File: src/rtl/sis_pkg.sv
// Shared types, codes and constant tables for the status indicator sequencer.
package sis_pkg;

	typedef enum logic [1:0] {
		OP_TICK = 2'd0,
		OP_BEEP = 2'd1,
		OP_TUNE = 2'd2
	} sis_op_t;

	localparam logic signed [1:0] FORCE_AUTO = 2'sb00;
	localparam logic signed [1:0] FORCE_ON   = 2'sb01;
	localparam logic signed [1:0] FORCE_OFF  = 2'sb11;

	localparam int NOTE_COUNT = 7;
	localparam logic [10:0] BEEP_HZ = 11'd2000;

	localparam logic [5:0] LVL_FULL     = 6'd50;
	localparam logic [5:0] LVL_UPLOAD_G = 6'd40;
	localparam logic [5:0] LVL_NOFIX_G  = 6'd10;
	localparam logic [5:0] LVL_NOFIX_B  = 6'd40;

	typedef struct packed {
		logic [5:0] r;
		logic [5:0] g;
		logic [5:0] b;
	} color_t;

	// per-beat command strobes into the sound unit
	typedef struct packed {
		logic tick;
		logic beep;
		logic tune;
	} sis_cmd_t;

	// sound unit status after the beat has been applied
	typedef struct packed {
		logic [10:0] tone_hz;
		logic        beep_busy;
		logic        tune_busy;
	} sis_snd_t;

	function automatic logic [10:0] note_hz(input logic [2:0] slot);
		logic [10:0] hz;
		case (slot)
			3'd0:    hz = 11'd523;
			3'd1:    hz = 11'd659;
			3'd2:    hz = 11'd784;
			3'd3:    hz = 11'd1047;
			3'd4:    hz = 11'd988;
			3'd5:    hz = 11'd784;
			default: hz = 11'd1047;
		endcase
		return hz;
	endfunction

	function automatic logic [8:0] note_ticks(input logic [2:0] slot);
		logic [8:0] t;
		case (slot)
			3'd0:    t = 9'd150;
			3'd1:    t = 9'd150;
			3'd2:    t = 9'd150;
			3'd3:    t = 9'd180;
			3'd4:    t = 9'd130;
			3'd5:    t = 9'd130;
			default: t = 9'd400;
		endcase
		return t;
	endfunction

endpackage

File: src/rtl/sis_if.sv
// Valid/ready channel interfaces for the request and response streams.
interface sis_req_if;
	logic        valid;
	logic        ready;
	logic [1:0]  op;
	logic        uploading_backlog;
	logic        network_up;
	logic        server_up;
	logic        gps_fix;
	logic [7:0]  beep_times;
	logic [15:0] beep_length_ms;

	modport source (
		output valid, op, uploading_backlog, network_up, server_up, gps_fix,
		       beep_times, beep_length_ms,
		input  ready
	);
	modport sink (
		input  valid, op, uploading_backlog, network_up, server_up, gps_fix,
		       beep_times, beep_length_ms,
		output ready
	);
endinterface

interface sis_rsp_if;
	logic        valid;
	logic        ready;
	logic [5:0]  red;
	logic [5:0]  green;
	logic [5:0]  blue;
	logic        led_level;
	logic [10:0] tone_hz;
	logic        beep_busy;
	logic        tune_busy;

	modport source (
		output valid, red, green, blue, led_level, tone_hz, beep_busy, tune_busy,
		input  ready
	);
	modport sink (
		input  valid, red, green, blue, led_level, tone_hz, beep_busy, tune_busy,
		output ready
	);
endinterface

File: src/rtl/sis_sound.sv
// Beep sequencer and startup tune player, with tone selection.
module sis_sound #(
	parameter int TUNE_STEPS = 7
) (
	input  logic                clk,
	input  logic                arst_n,
	input  sis_pkg::sis_cmd_t   cmd,
	input  logic [7:0]          beep_times,
	input  logic [15:0]         beep_length_ms,
	output sis_pkg::sis_snd_t   snd
);

	localparam int TIW = $clog2(TUNE_STEPS + 1);

	logic [7:0]     beeps_wanted_q, beeps_wanted_n;
	logic [7:0]     beeps_done_q, beeps_done_n;
	logic [15:0]    beep_length_q, beep_length_n;
	logic           beep_sounding_q, beep_sounding_n;
	logic [15:0]    beep_elapsed_q, beep_elapsed_n;
	logic           tune_running_q, tune_running_n;
	logic [TIW-1:0] tune_index_q, tune_index_n;
	logic           note_sounding_q, note_sounding_n;
	logic [8:0]     note_elapsed_q, note_elapsed_n;

	logic [2:0]     slot_cur, slot_nxt;
	logic [TIW-1:0] index_inc;
	logic [8:0]     note_inc;
	logic [15:0]    beep_inc;
	logic [7:0]     done_inc;

	// notes past the end of the table reuse the last one
	always_comb begin
		slot_cur = (32'(tune_index_q) < sis_pkg::NOTE_COUNT) ?
			3'(tune_index_q) : 3'(sis_pkg::NOTE_COUNT - 1);
		slot_nxt = (32'(tune_index_n) < sis_pkg::NOTE_COUNT) ?
			3'(tune_index_n) : 3'(sis_pkg::NOTE_COUNT - 1);
	end

	always_comb begin
		beeps_wanted_n  = beeps_wanted_q;
		beeps_done_n    = beeps_done_q;
		beep_length_n   = beep_length_q;
		beep_sounding_n = beep_sounding_q;
		beep_elapsed_n  = beep_elapsed_q;
		tune_running_n  = tune_running_q;
		tune_index_n    = tune_index_q;
		note_sounding_n = note_sounding_q;
		note_elapsed_n  = note_elapsed_q;

		beep_inc  = (beep_elapsed_q != 16'hFFFF) ? beep_elapsed_q + 16'd1 : beep_elapsed_q;
		done_inc  = beeps_done_q + 8'd1;
		note_inc  = note_elapsed_q + 9'd1;
		index_inc = tune_index_q + TIW'(1);

		if (cmd.tick) begin
			if (beeps_wanted_q != 8'd0) begin
				if (!beep_sounding_q) begin
					if (beep_elapsed_q >= beep_length_q) begin
						beep_sounding_n = 1'b1;
						beep_elapsed_n  = 16'd0;
					end else begin
						beep_elapsed_n = beep_elapsed_q + 16'd1;
					end
				end else begin
					beep_elapsed_n = beep_inc;
					if (beep_inc >= beep_length_q) begin
						beep_sounding_n = 1'b0;
						beep_elapsed_n  = 16'd1;
						beeps_done_n    = done_inc;
						if (done_inc >= beeps_wanted_q)
							beeps_wanted_n = 8'd0;
					end
				end
			end
			if (tune_running_q) begin
				if (!note_sounding_q) begin
					note_sounding_n = 1'b1;
					note_elapsed_n  = 9'd0;
				end else begin
					note_elapsed_n = note_inc;
					if (note_inc >= sis_pkg::note_ticks(slot_cur)) begin
						note_sounding_n = 1'b0;
						note_elapsed_n  = 9'd0;
						tune_index_n    = index_inc;
						if (32'(index_inc) >= TUNE_STEPS) begin
							tune_running_n = 1'b0;
							tune_index_n   = '0;
						end
					end
				end
			end
		end

		// a request while a beep is running is dropped
		if (cmd.beep && beeps_wanted_q == 8'd0) begin
			beeps_wanted_n  = beep_times;
			beeps_done_n    = 8'd0;
			beep_length_n   = beep_length_ms;
			beep_sounding_n = 1'b0;
			beep_elapsed_n  = beep_length_ms;
		end

		if (cmd.tune) begin
			tune_running_n  = 1'b1;
			tune_index_n    = '0;
			note_sounding_n = 1'b0;
			note_elapsed_n  = 9'd0;
		end
	end

	always_comb begin
		if (tune_running_n && note_sounding_n)
			snd.tone_hz = sis_pkg::note_hz(slot_nxt);
		else if (beeps_wanted_n != 8'd0 && beep_sounding_n)
			snd.tone_hz = sis_pkg::BEEP_HZ;
		else
			snd.tone_hz = 11'd0;
		snd.beep_busy = (beeps_wanted_n != 8'd0);
		snd.tune_busy = tune_running_n;
	end

	always_ff @(posedge clk or negedge arst_n) begin
		if (!arst_n) begin
			beeps_wanted_q  <= '0;
			beeps_done_q    <= '0;
			beep_length_q   <= '0;
			beep_sounding_q <= 1'b0;
			beep_elapsed_q  <= '0;
			tune_running_q  <= 1'b0;
			tune_index_q    <= '0;
			note_sounding_q <= 1'b0;
			note_elapsed_q  <= '0;
		end else begin
			beeps_wanted_q  <= beeps_wanted_n;
			beeps_done_q    <= beeps_done_n;
			beep_length_q   <= beep_length_n;
			beep_sounding_q <= beep_sounding_n;
			beep_elapsed_q  <= beep_elapsed_n;
			tune_running_q  <= tune_running_n;
			tune_index_q    <= tune_index_n;
			note_sounding_q <= note_sounding_n;
			note_elapsed_q  <= note_elapsed_n;
		end
	end

endmodule

File: src/rtl/status_indicator_sequencer.sv
// Top level: input stage, blink/color/LED logic and response register.
//
//  channel  | modport      | payload
//  ---------+--------------+------------------------------------------------
//  req      | sis_req_if   | op, status flags, beep_times, beep_length_ms
//  rsp      | sis_rsp_if   | red, green, blue, led_level, tone_hz, busy flags
//  cfg      | wr_en/wr_data| led_force_mode (2-bit signed)
//
// One beat per cycle sustained while the response is not stalled; a beat passes
// through the input stage, then the response register. The state update for a
// beat is a single pass in the cycle it leaves the input stage. A stalled
// response holds the input stage, which still takes one more beat. Reset clears
// all state but the stage payloads; LED level resets to 1 (off), color to zero.
module status_indicator_sequencer #(
	parameter int BLINK_HALF_TICKS = 500,
	parameter int TUNE_STEPS       = 7
) (
	input  logic              clk,
	input  logic              arst_n,
	sis_req_if.sink           req,
	sis_rsp_if.source         rsp,
	input  logic              cfg_wr_en,
	input  logic signed [1:0] cfg_wr_data
);

	localparam int BTW = $clog2(BLINK_HALF_TICKS + 1);

	logic signed [1:0] force_mode_q;

	// input stage
	logic        valid_s1;
	logic [1:0]  op_s1;
	logic        uploading_s1, network_s1, server_s1, gps_s1;
	logic [7:0]  beep_times_s1;
	logic [15:0] beep_len_s1;

	logic advance;
	logic is_tick;

	logic           blink_phase_q, blink_phase_n;
	logic [BTW-1:0] blink_ticks_q, blink_ticks_n, blink_inc;
	sis_pkg::color_t last_color_q, color_n, color_pick;
	logic           led_held_q, led_n;
	logic           blinks;

	sis_pkg::sis_cmd_t cmd;
	sis_pkg::sis_snd_t snd;

	// response register
	logic            valid_s2;
	sis_pkg::color_t color_s2;
	logic            led_s2;
	sis_pkg::sis_snd_t snd_s2;

	assign advance   = valid_s1 && (!valid_s2 || rsp.ready);
	assign req.ready = !valid_s1 || advance;

	always_comb begin
		cmd = '0;
		unique case (sis_pkg::sis_op_t'(op_s1))
			sis_pkg::OP_TICK: cmd.tick = advance;
			sis_pkg::OP_BEEP: cmd.beep = advance;
			sis_pkg::OP_TUNE: cmd.tune = advance;
			default:          cmd = '0;
		endcase
	end
	assign is_tick = cmd.tick;

	sis_sound #(.TUNE_STEPS(TUNE_STEPS)) u_sound (
		.clk            (clk),
		.arst_n         (arst_n),
		.cmd            (cmd),
		.beep_times     (beep_times_s1),
		.beep_length_ms (beep_len_s1),
		.snd            (snd)
	);

	always_comb begin
		blink_inc     = blink_ticks_q + BTW'(1);
		blink_phase_n = blink_phase_q;
		blink_ticks_n = blink_ticks_q;
		color_n       = last_color_q;
		led_n         = led_held_q;

		if (uploading_s1) begin
			color_pick = '{sis_pkg::LVL_FULL, sis_pkg::LVL_UPLOAD_G, 6'd0};
			blinks     = 1'b1;
		end else if (!network_s1) begin
			color_pick = '{sis_pkg::LVL_FULL, 6'd0, 6'd0};
			blinks     = 1'b0;
		end else if (!server_s1) begin
			color_pick = '{6'd0, 6'd0, sis_pkg::LVL_FULL};
			blinks     = 1'b1;
		end else if (!gps_s1) begin
			color_pick = '{6'd0, sis_pkg::LVL_NOFIX_G, sis_pkg::LVL_NOFIX_B};
			blinks     = 1'b1;
		end else begin
			color_pick = '{6'd0, sis_pkg::LVL_FULL, 6'd0};
			blinks     = 1'b0;
		end

		if (is_tick) begin
			blink_ticks_n = blink_inc;
			if (32'(blink_inc) >= BLINK_HALF_TICKS) begin
				blink_phase_n = ~blink_phase_q;
				blink_ticks_n = '0;
			end
			// blinking colors go dark in the off half, using the new phase
			color_n = (blinks && !blink_phase_n) ? '0 : color_pick;
			if (force_mode_q == sis_pkg::FORCE_ON)
				led_n = 1'b0;
			else if (force_mode_q == sis_pkg::FORCE_OFF)
				led_n = 1'b1;
			else if (gps_s1)
				led_n = ~blink_phase_n;
			else
				led_n = 1'b1;
		end
	end

	always_ff @(posedge clk or negedge arst_n) begin
		if (!arst_n) begin
			force_mode_q  <= sis_pkg::FORCE_AUTO;
			valid_s1      <= 1'b0;
			valid_s2      <= 1'b0;
			blink_phase_q <= 1'b0;
			blink_ticks_q <= '0;
			last_color_q  <= '0;
			led_held_q    <= 1'b1;
		end else begin
			if (cfg_wr_en)
				force_mode_q <= cfg_wr_data;
			if (req.ready)
				valid_s1 <= req.valid;
			if (advance)
				valid_s2 <= 1'b1;
			else if (rsp.ready)
				valid_s2 <= 1'b0;
			blink_phase_q <= blink_phase_n;
			blink_ticks_q <= blink_ticks_n;
			last_color_q  <= color_n;
			led_held_q    <= led_n;
		end
	end

	always_ff @(posedge clk) begin
		if (req.ready && req.valid) begin
			op_s1         <= req.op;
			uploading_s1  <= req.uploading_backlog;
			network_s1    <= req.network_up;
			server_s1     <= req.server_up;
			gps_s1        <= req.gps_fix;
			beep_times_s1 <= req.beep_times;
			beep_len_s1   <= req.beep_length_ms;
		end
		if (advance) begin
			color_s2 <= color_n;
			led_s2   <= led_n;
			snd_s2   <= snd;
		end
	end

	assign rsp.valid     = valid_s2;
	assign rsp.red       = color_s2.r;
	assign rsp.green     = color_s2.g;
	assign rsp.blue      = color_s2.b;
	assign rsp.led_level = led_s2;
	assign rsp.tone_hz   = snd_s2.tone_hz;
	assign rsp.beep_busy = snd_s2.beep_busy;
	assign rsp.tune_busy = snd_s2.tune_busy;

`ifndef SYNTH
	// without a tune note only the beep pitch or silence can come out
	a_tone_src: assert property (@(posedge clk) disable iff (!arst_n)
		valid_s2 && !snd_s2.tune_busy |->
			(snd_s2.tone_hz == 11'd0 || snd_s2.tone_hz == sis_pkg::BEEP_HZ))
		else $error("tone without a running tune is not beep or silence");

	a_silent_idle: assert property (@(posedge clk) disable iff (!arst_n)
		valid_s2 && !snd_s2.tune_busy && !snd_s2.beep_busy |-> snd_s2.tone_hz == 11'd0)
		else $error("tone while beep and tune are idle");

	a_blink_range: assert property (@(posedge clk) disable iff (!arst_n)
		32'(blink_ticks_q) < BLINK_HALF_TICKS)
		else $error("blink counter out of range");

	// no status color mixes red and blue
	a_color_mix: assert property (@(posedge clk) disable iff (!arst_n)
		last_color_q.r != 6'd0 |-> last_color_q.b == 6'd0)
		else $error("illegal status color");
`endif

endmodule
File: src/flat_wrapper.sv
// flat-port wrapper written by rule: the top's interface ports become plain ports
module status_indicator_sequencer_flat 
#(
	parameter int BLINK_HALF_TICKS = 500,
	parameter int TUNE_STEPS       = 7
)
  (clk, arst_n, cfg_wr_en, cfg_wr_data, req_valid, req_op, req_uploading_backlog, req_network_up, req_server_up, req_gps_fix, req_beep_times, req_beep_length_ms, req_ready, rsp_valid, rsp_red, rsp_green, rsp_blue, rsp_led_level, rsp_tone_hz, rsp_beep_busy, rsp_tune_busy, rsp_ready);
  sis_req_if req_i ();
  sis_rsp_if rsp_i ();
  input  logic clk;
  input  logic arst_n;
  input  logic cfg_wr_en;
  input  logic signed [1:0] cfg_wr_data;
  input wire logic [$bits(req_i.valid)-1:0] req_valid;
  input wire logic [$bits(req_i.op)-1:0] req_op;
  input wire logic [$bits(req_i.uploading_backlog)-1:0] req_uploading_backlog;
  input wire logic [$bits(req_i.network_up)-1:0] req_network_up;
  input wire logic [$bits(req_i.server_up)-1:0] req_server_up;
  input wire logic [$bits(req_i.gps_fix)-1:0] req_gps_fix;
  input wire logic [$bits(req_i.beep_times)-1:0] req_beep_times;
  input wire logic [$bits(req_i.beep_length_ms)-1:0] req_beep_length_ms;
  output wire logic [$bits(req_i.ready)-1:0] req_ready;
  output wire logic [$bits(rsp_i.valid)-1:0] rsp_valid;
  output wire logic [$bits(rsp_i.red)-1:0] rsp_red;
  output wire logic [$bits(rsp_i.green)-1:0] rsp_green;
  output wire logic [$bits(rsp_i.blue)-1:0] rsp_blue;
  output wire logic [$bits(rsp_i.led_level)-1:0] rsp_led_level;
  output wire logic [$bits(rsp_i.tone_hz)-1:0] rsp_tone_hz;
  output wire logic [$bits(rsp_i.beep_busy)-1:0] rsp_beep_busy;
  output wire logic [$bits(rsp_i.tune_busy)-1:0] rsp_tune_busy;
  input wire logic [$bits(rsp_i.ready)-1:0] rsp_ready;
  assign req_i.valid = req_valid;
  assign req_i.op = req_op;
  assign req_i.uploading_backlog = req_uploading_backlog;
  assign req_i.network_up = req_network_up;
  assign req_i.server_up = req_server_up;
  assign req_i.gps_fix = req_gps_fix;
  assign req_i.beep_times = req_beep_times;
  assign req_i.beep_length_ms = req_beep_length_ms;
  assign req_ready = req_i.ready;
  assign rsp_valid = rsp_i.valid;
  assign rsp_red = rsp_i.red;
  assign rsp_green = rsp_i.green;
  assign rsp_blue = rsp_i.blue;
  assign rsp_led_level = rsp_i.led_level;
  assign rsp_tone_hz = rsp_i.tone_hz;
  assign rsp_beep_busy = rsp_i.beep_busy;
  assign rsp_tune_busy = rsp_i.tune_busy;
  assign rsp_i.ready = rsp_ready;
  status_indicator_sequencer #(.BLINK_HALF_TICKS(BLINK_HALF_TICKS), .TUNE_STEPS(TUNE_STEPS)) u_core (.clk(clk), .arst_n(arst_n), .req(req_i), .rsp(rsp_i), .cfg_wr_en(cfg_wr_en), .cfg_wr_data(cfg_wr_data));
endmodule
File: config.mk
export PLATFORM = sky130hd
export DESIGN_NAME = status_indicator_sequencer_flat
export DESIGN_NICKNAME = d
export VERILOG_FILES = /design/src/rtl/sis_pkg.sv /design/src/rtl/sis_if.sv /design/src/rtl/sis_sound.sv /design/src/rtl/status_indicator_sequencer.sv /design/src/flat_wrapper.sv
export SDC_FILE = /design/constraint.sdc
export NUM_CORES = 1
export LEC_CHECK = 0
export BUFFER_PORTS_ARGS = -buffer_cell sky130_fd_sc_hd__buf_4
export CAP_MARGIN = 30
export CORE_ASPECT_RATIO = 2
export CORE_MARGIN = 4
export CORE_UTILIZATION = 54
export CTS_CLUSTER_SIZE = 10
export DETAILED_ROUTE_END_ITERATION = 10
export PLACE_DENSITY = 0.88
export SYNTH_ARGS = -nofsm -noshare
export SYNTH_HDL_FRONTEND = slang
export SYNTH_SLANG_ARGS = --single-unit
export TNS_END_PERCENT = 10
File: constraint.sdc
create_clock -name clk -period 3.55 [get_ports clk]
set_input_delay 0.5325 -clock clk [delete_from_list [all_inputs] [get_ports clk]]
set_output_delay 0.5325 -clock clk [all_outputs]
set_load 0.02 [all_outputs]
## After elaboration in Yosys (flattened, before gate mapping)

Index checks and enable logic that the tools add are counted.

| word-level totals | value |
|---|---|
| register bits after elaboration | 158 |
| latch bits | 0 |
| bits in writable memories | 0 |
| ROM bits | 0 |
| input port bits | 37 |
| output and inout port bits | 34 |
| logic and storage cells | 168 |
| memories | 0 |

| cells by class | value |
|---|---|
| add/subtract/negate cells | 5 |
| $mul | 0 |
| divide/modulo/power cells | 0 |
| order comparisons | 8 |
| eq/ne operators | 14 |
| shift-type cells | 0 |
| multiplexer cells | 77 |
| bitwise logic cells | 2 |
| reduce and logical (&&, ||, !) cells | 30 |

Operators with widths:

| cell | count |
|---|---|
| 16-bit 2-to-1 mux | 7 |
| 18-bit 2-to-1 mux | 5 |
| 8-bit 2-to-1 mux | 11 |
| 9-bit 2-to-1 mux | 9 |
| 11-bit one-hot mux with 4 select lines | 1 |
| 16-bit greater-or-equal comparator | 2 |
| 1-bit 2-to-1 mux | 32 |
| 9-bit one-hot mux with 3 select lines | 1 |
| 3-bit 2-to-1 mux | 8 |
| 11-bit 2-to-1 mux | 2 |
| 9-bit by 1-bit adder with 9-bit output, second input constant | 2 |
| 16-bit by 1-bit adder with 16-bit output, second input constant | 1 |
| 16-bit != test, second input constant | 1 |
| 8-bit nonzero test | 2 |
| 2-bit nonzero test | 7 |
| 3-bit equality test, second input constant | 4 |
| 12-bit 2-to-1 mux | 1 |
| 3-bit by 2-bit equality test with 1-bit output, second input constant | 3 |
| 9-bit greater-or-equal comparator | 1 |
| 9-bit greater-or-equal comparator, second input constant | 1 |
| 8-bit by 1-bit adder with 8-bit output, second input constant | 1 |
| 8-bit greater-or-equal comparator | 1 |
| 8-bit logical NOT | 1 |
| 3-bit by 1-bit equality test with 1-bit output, second input constant | 2 |
| 15 further kinds | 30 |

## Depth between registers and ports, before layout

| logic depth | value |
|---|---|
| word-level depth | 20 |
| depth in mapped cells | 18 |
| mapped depth without buffers | 16 |

## Cells and area by module

A second synthesis with hierarchy kept.

| unflattened totals | value |
|---|---|
| cells, all modules | 776 |
| area, all modules | 8206.6 um2 |

By module, submodules not included:

| module | times used | cells each | area each (um2) | seq. area each (um2) |
|---|---|---|---|---|
| sis_sound | 1 | 555 | 4679.5 | 1576.5 |
| status_indicator_sequencer | 1 | 221 | 3527.1 | 2688.8 |

## Worst setup path after synthesis

OpenSTA, ideal clock, no wires.

| timing | value |
|---|---|
| path kind | register to register |
| start point | register u_core.u_sound.beep_elapsed_q[0] |
| end point | register u_core.u_sound.beep_elapsed_q[7] |
| setup time | 0.087 ns |
| arrival time | 3.404 ns |
| data required time | 3.463 ns |
| slack | 0.059 ns |
| cell stages (with the launch flop) | 17 |
| path buffers | 2 |
| clock period less this slack | 3.491 ns |
| path through | dfrtp_1 ha_1 nand3_2 nor3_4 nand4_4 clkbuf_1 nand2_1 ha_1 a21o_1 a221o_1 nand2_1 o2111a_1 nand2_1 and2_1 clkbuf_1 a31o_1 a22oi_1 |

| between the ends | value |
|---|---|
| cells in the longest elaborated chain, start to end | 8 |
| elaborated cells between the ends (all ways) | 11 |
| those cells by class | 1 x add/sub; 2 x order compare; 1 x eq/ne; 7 x mux |

RTL lines:

| element | line | RTL |
|---|---|---|
| start: declaration | sis_sound.sv:19 | `logic [15:0] beep_elapsed_q, beep_elapsed_n;` |
| start signal: assignment | sis_sound.sv:138 | `beep_elapsed_q <= beep_elapsed_n;` |
| 16-bit by 1-bit adder with 16-bit output / 16-bit != test (equally long branches) | sis_sound.sv:50, sis_sound.sv:62 |  |
| 16-bit 2-to-1 mux | sis_sound.sv:50 | `beep_inc = (beep_elapsed_q != 16'hFFFF) ? beep_elapsed_q + 16'd1 : beep_elapsed_q;` |
| 16-bit greater-or-equal comparator | sis_sound.sv:66 | `if (beep_inc >= beep_length_q) begin` |
| 16-bit 2-to-1 mux | sis_sound.sv:66 |  |
| 16-bit 2-to-1 mux * | sis_sound.sv:57 | `if (!beep_sounding_q) begin` |
| 16-bit 2-to-1 mux * | sis_sound.sv:56 | `if (beeps_wanted_q != 8'd0) begin` |
| 16-bit 2-to-1 mux * | sis_sound.sv:55 | `if (cmd.tick) begin` |
| 16-bit 2-to-1 mux * | sis_sound.sv:95 | `if (cmd.beep && beeps_wanted_q == 8'd0) begin` |

Every way passes the cells marked *; elsewhere a longest branch is shown, timed or not. The select of a mux whose other input is x is not followed.
A chain may end at the register's enable or synchronous reset.

## Worst setup path after layout

| timing | value |
|---|---|
| start point | register u_core.u_sound.beep_elapsed_q[1] |
| end point | register u_core.u_sound.beep_elapsed_q[8] |

Same word-level chain as after synthesis.

==> results.py <==
metrics = {
    "synth": {
        "synthesis.nets": 826,
        "netlist_top_cells_area": "dfrtp_1, edfxtp_1, ha_1",
        "ys_types": 78,
        "synth_compound_area_frac": 0.1749,
        "synth_edf_count": 60,
        "yosysSeqAreaShare": 0.5230,
        "synth_top_family_by_area": "compound AO/OA/AOI/OAI gates",
        "synth.mux.area_fraction": 0.005446,
        "synth_warnings": 0,
        "synth_top_flop_cell": "dfrtp_1",
        "synth_top_area_share": 0.2956,
        "synthesis.area_um2": 8041,
        "syn_inst": 735,
        "synth_fa_ha_area_frac": 0.08402,
        "ys_ff_latch": 156,
        "synth-simple-area-share": 0.1450,
        "async_flop_share": 0.6154,
        "synth_xor_area_frac": 0.03579,
        "syn_avg_cell_area_um2": 10.94,
        "yosys.area.top_type": "dfrtp_1",
    },
    "final_layout": {
        "nNetsFinal": 924,
        "mostFrequentLayoutCells": "buf_4, dfrtp_1, nand2_1",
        "drive_above_1_share": 0.2340,
        "final_common_cell": "buf_4",
        "final_util": 0.6671,
        "final_area_um2": 9677,
        "syn_to_final_growth_pct": 20.34,
        "antenna_cells": 0,
    },
    "worst_setup_path": {
        "endpoint_kind": "register",
        "critPathBufInv": 0,
        "cp_slowest_cell": "dfrtp_1",
        "path_delay_family": "compound AO/OA/AOI/OAI gates",
        "r2r_cells": 14,
        "reg2reg_to": "u_core.u_sound.beep_elapsed_q[8]",
        "worst_ep_arrival_time_ps": 3910,
        "cp_max_fo": 14,
        "critPathMaxStageDelay_ps": 390,
        "rrSetupSlack_ps": -30,
        "critPathKind": "register to register",
        "reg2reg_from": "u_core.u_sound.beep_elapsed_q[1]",
        "worstPathRequired_ps": 3870,
        "path_cells": "ha_2 -> nand3_4 -> nor3_4 -> nand4_4 -> xnor2_2 -> ha_1 -> nand2b_1 -> a211o_1 -> a21oi_1 -> o2111a_2 -> nand2_1 -> and2_2 -> a41o_1 -> a22oi_1",
        "cp-start-kind": "register",
    },
    "place": {
        "post-dp-hpwl_um": 13800,
        "io_buffers": 69,
        "dpl_cell_area_um2": 8910,
        "gp_congestion": 0.9874,
    },
    "job": {
        "cap_violations": 0,
    },
    "drt": {
        "dr_wl_met3_um": 1279,
        "remaining_drc_errors": 0,
        "dr.max_layer_used": "met4",
        "antenna_left": 0,
        "dr_wl_met2_um": 11000,
        "vias_per_cell": 6.118,
        "dr.pass1.iters": 5,
        "wl_met1_um": 7173,
        "drt_wl_total_um": 20670,
        "vias": 6350,
        "drt-initial-drc-count": 472,
        "wl_per_cell_um": 19.91,
    },
    "grt": {
        "grt_usage": 0.2432,
        "grt_max_degree": 67,
        "grt.overflow.total": 0,
        "grt_pass1_vias": 6586,
        "grt_pass1_wl_um": 32240,
        "antenna_found_initial": 0,
    },
    "clocking": {
        "cts_buffers": 17,
        "clk_latency_ps": 430,
        "clockBufferDepth": 2,
        "cts_tree": "built",
        "cts-htree-levels": 4,
        "hold_buffers": 0,
        "cts.sinks": 156,
        "root_buffer": "clkbuf_16",
        "clk_pin_slew_ps": 70,
    },
    "outcome": {
        "violations": "negative setup slack",
        "outcome": "finished with violations",
    },
    "timing": {
        "fin_skew_ps": 11.61,
        "hold_violations": 0,
        "slew_violations": 0,
        "slew_headroom": 0.2423,
        "final.setup.worst_slack_ps": -33.37,
        "rsz0062_at_grt": "yes",
        "clock.fmax_ghz": 0.2791,
        "period_share": 1.009,
        "setup_viol": 2,
        "fin_setup_tns_ps": -45.81,
        "worstMarginPinSlew_ps": 1122,
        "period_needed_ps": 3583,
        "hold_slack_ps": 183.2,
    },
    "floorplan": {
        "io_pins": 71,
        "die_area_um2": 17030,
        "initial_utilization": 0.5543,
        "coreArea_um2": 14510,
        "rows": 62,
        "die_h_um": 180.6,
        "die_w_um": 94.29,
    },
    "power_and_ir_drop": {
        "leakage_nw": 4.325,
        "vdd_ir_drop_max_v": 0.0006310,
        "pwr_density_cell_nw_per_um2": 655.5,
    },
    "min_path": {
        "min_path_type": "primary input to async pin",
    },
}
==> final cells by class <==
class                      count  area (µm²)
sequential                   156        4207
clock buffer                  17       425.4
timing repair buffer         109       822.0
inverter                      33       123.9
tap                          192       240.2
multi-input combinational    516        3674
clock inverter                15       185.2
fill                        1011        4830
==> stage by stage <==
| step | worst slack, ps | power (mW) | std cells |
|---|---|---|---|
| after floorplan | 58.66 | 3.649 | 735 |
| after global placement | 137.1 | 4.220 | 997 |
| after detailed placement | -3.817 | 4.304 | 997 |
| after CTS | 27.46 | 6.154 | 1029 |
| after global routing | -231.7 | 6.660 | 1038 |
| final | -33.37 | 6.343 | 1038 |
==> synthesized netlist by cell type, types with 3 or more instances <==
cell and count:
dfrtp_1 95, nand2_1 80, o21ai_0 70, edfxtp_1 60, ha_1 54, nor2_1 39
inv_1 32, a21oi_1 27, clkbuf_1 25, a21o_1 20, nand3_1 19, and2_1 17
xnor2_1 17, xor2_1 14, nand4_1 11, a22o_1 9, nand2b_1 9, and3_1 8
nor2b_1 7, a211oi_1 6, a31oi_1 6, o221a_2 6, a22oi_1 5, nor3_1 5
a41o_1 4, buf_4 4, nor4_1 4, o21a_1 4, o21ai_1 4, o31ai_1 4
a32o_1 3, mux2_2 3, nand3_2 3, nand3b_1 3, o41ai_1 3, or2_2 3
or3_1 3
==> registers in the layout, indices dropped and copies added, names as in the netlist, 2 cells and up <==
name,cells
u_core.rsp.green,6
u_core.rsp.red,6
u_core.u_sound.beeps_wanted_q,8
u_core.u_sound.beep_length_q,16
u_core.u_sound.beep_elapsed_q,16
u_core.u_sound.tune_index_q,3
u_core.blink_ticks_q,9
u_core.beep_len_s1,16
u_core.beep_times_s1,8
u_core.u_sound.beeps_done_q,8
u_core.rsp.blue,6
u_core.u_sound.note_elapsed_q,9
u_core.force_mode_q,2
u_core.rsp.tone_hz,9
u_core.last_color_q,18
u_core.op_s1,2
==> kinds of logic (layout without fill, tap and decap cells) <==
kind of cell | Yosys count | after routing
buffers and inverters | 63 | 174
xor gates and xnor gates | 32 | 32
and+or+nand+nor | 225 | 225
adders and majority gates | 54 | 54
other | 1 | 1
muxes | 4 | 4
DFF | 156 | 156
AOI/OAI and AO/OA | 200 | 200
==> worst max path at each step <==
stage,start,to,cells after the start
floorplan,u_core.u_sound.beep_elapsed_q[0],u_core.u_sound.beep_elapsed_q[7],16
global placement,u_core.u_sound.beep_elapsed_q[4],u_core.rsp.tone_hz[4],16
detailed placement,u_core.u_sound.beep_elapsed_q[4],u_core.rsp.tone_hz[8],16
CTS,u_core.u_sound.beep_elapsed_q[4],u_core.rsp.tone_hz[4],16
global route,u_core.u_sound.beep_elapsed_q[1],u_core.u_sound.beep_elapsed_q[8],14
finish,u_core.u_sound.beep_elapsed_q[1],u_core.u_sound.beep_elapsed_q[8],14
==> report_power, final <==
| part | switching [mW] | leakage, nW | internal, mW |
|---|---|---|---|
| Sequential | 0.244 | 1.81 | 2.20 |
| Clock | 0.867 | 0.294 | 0.961 |
| Combinational | 1.17 | 2.23 | 0.898 |
==> worst reg2reg max path, cell delays in order, from the launching register on <==
cell and delay (ps):
dfrtp_1 390, ha_2 230, nand3_4 90, nor3_4 270, nand4_4 190, xnor2_2 230
ha_1 260, nand2b_1 150, a211o_1 300, a21oi_1 210, o2111a_2 280, nand2_1 80
and2_2 320, a41o_1 260, a22oi_1 230
==> layer usage <==
metal	vias to the layer above	track usage
li1	2876	-
met1	3058	0.2698
met2	305	0.4265
met3	111	0.04388
met4	0	0.1366
met5	-	0
==> what timing repair did <==
item / in CTS / in global routing
setup buffers: 0 / 9
resized for setup: 3 / 24
setup endpoints to repair: 23 / 38
pin swaps: 0 / 12
Power figures use the tool's default switching activity.
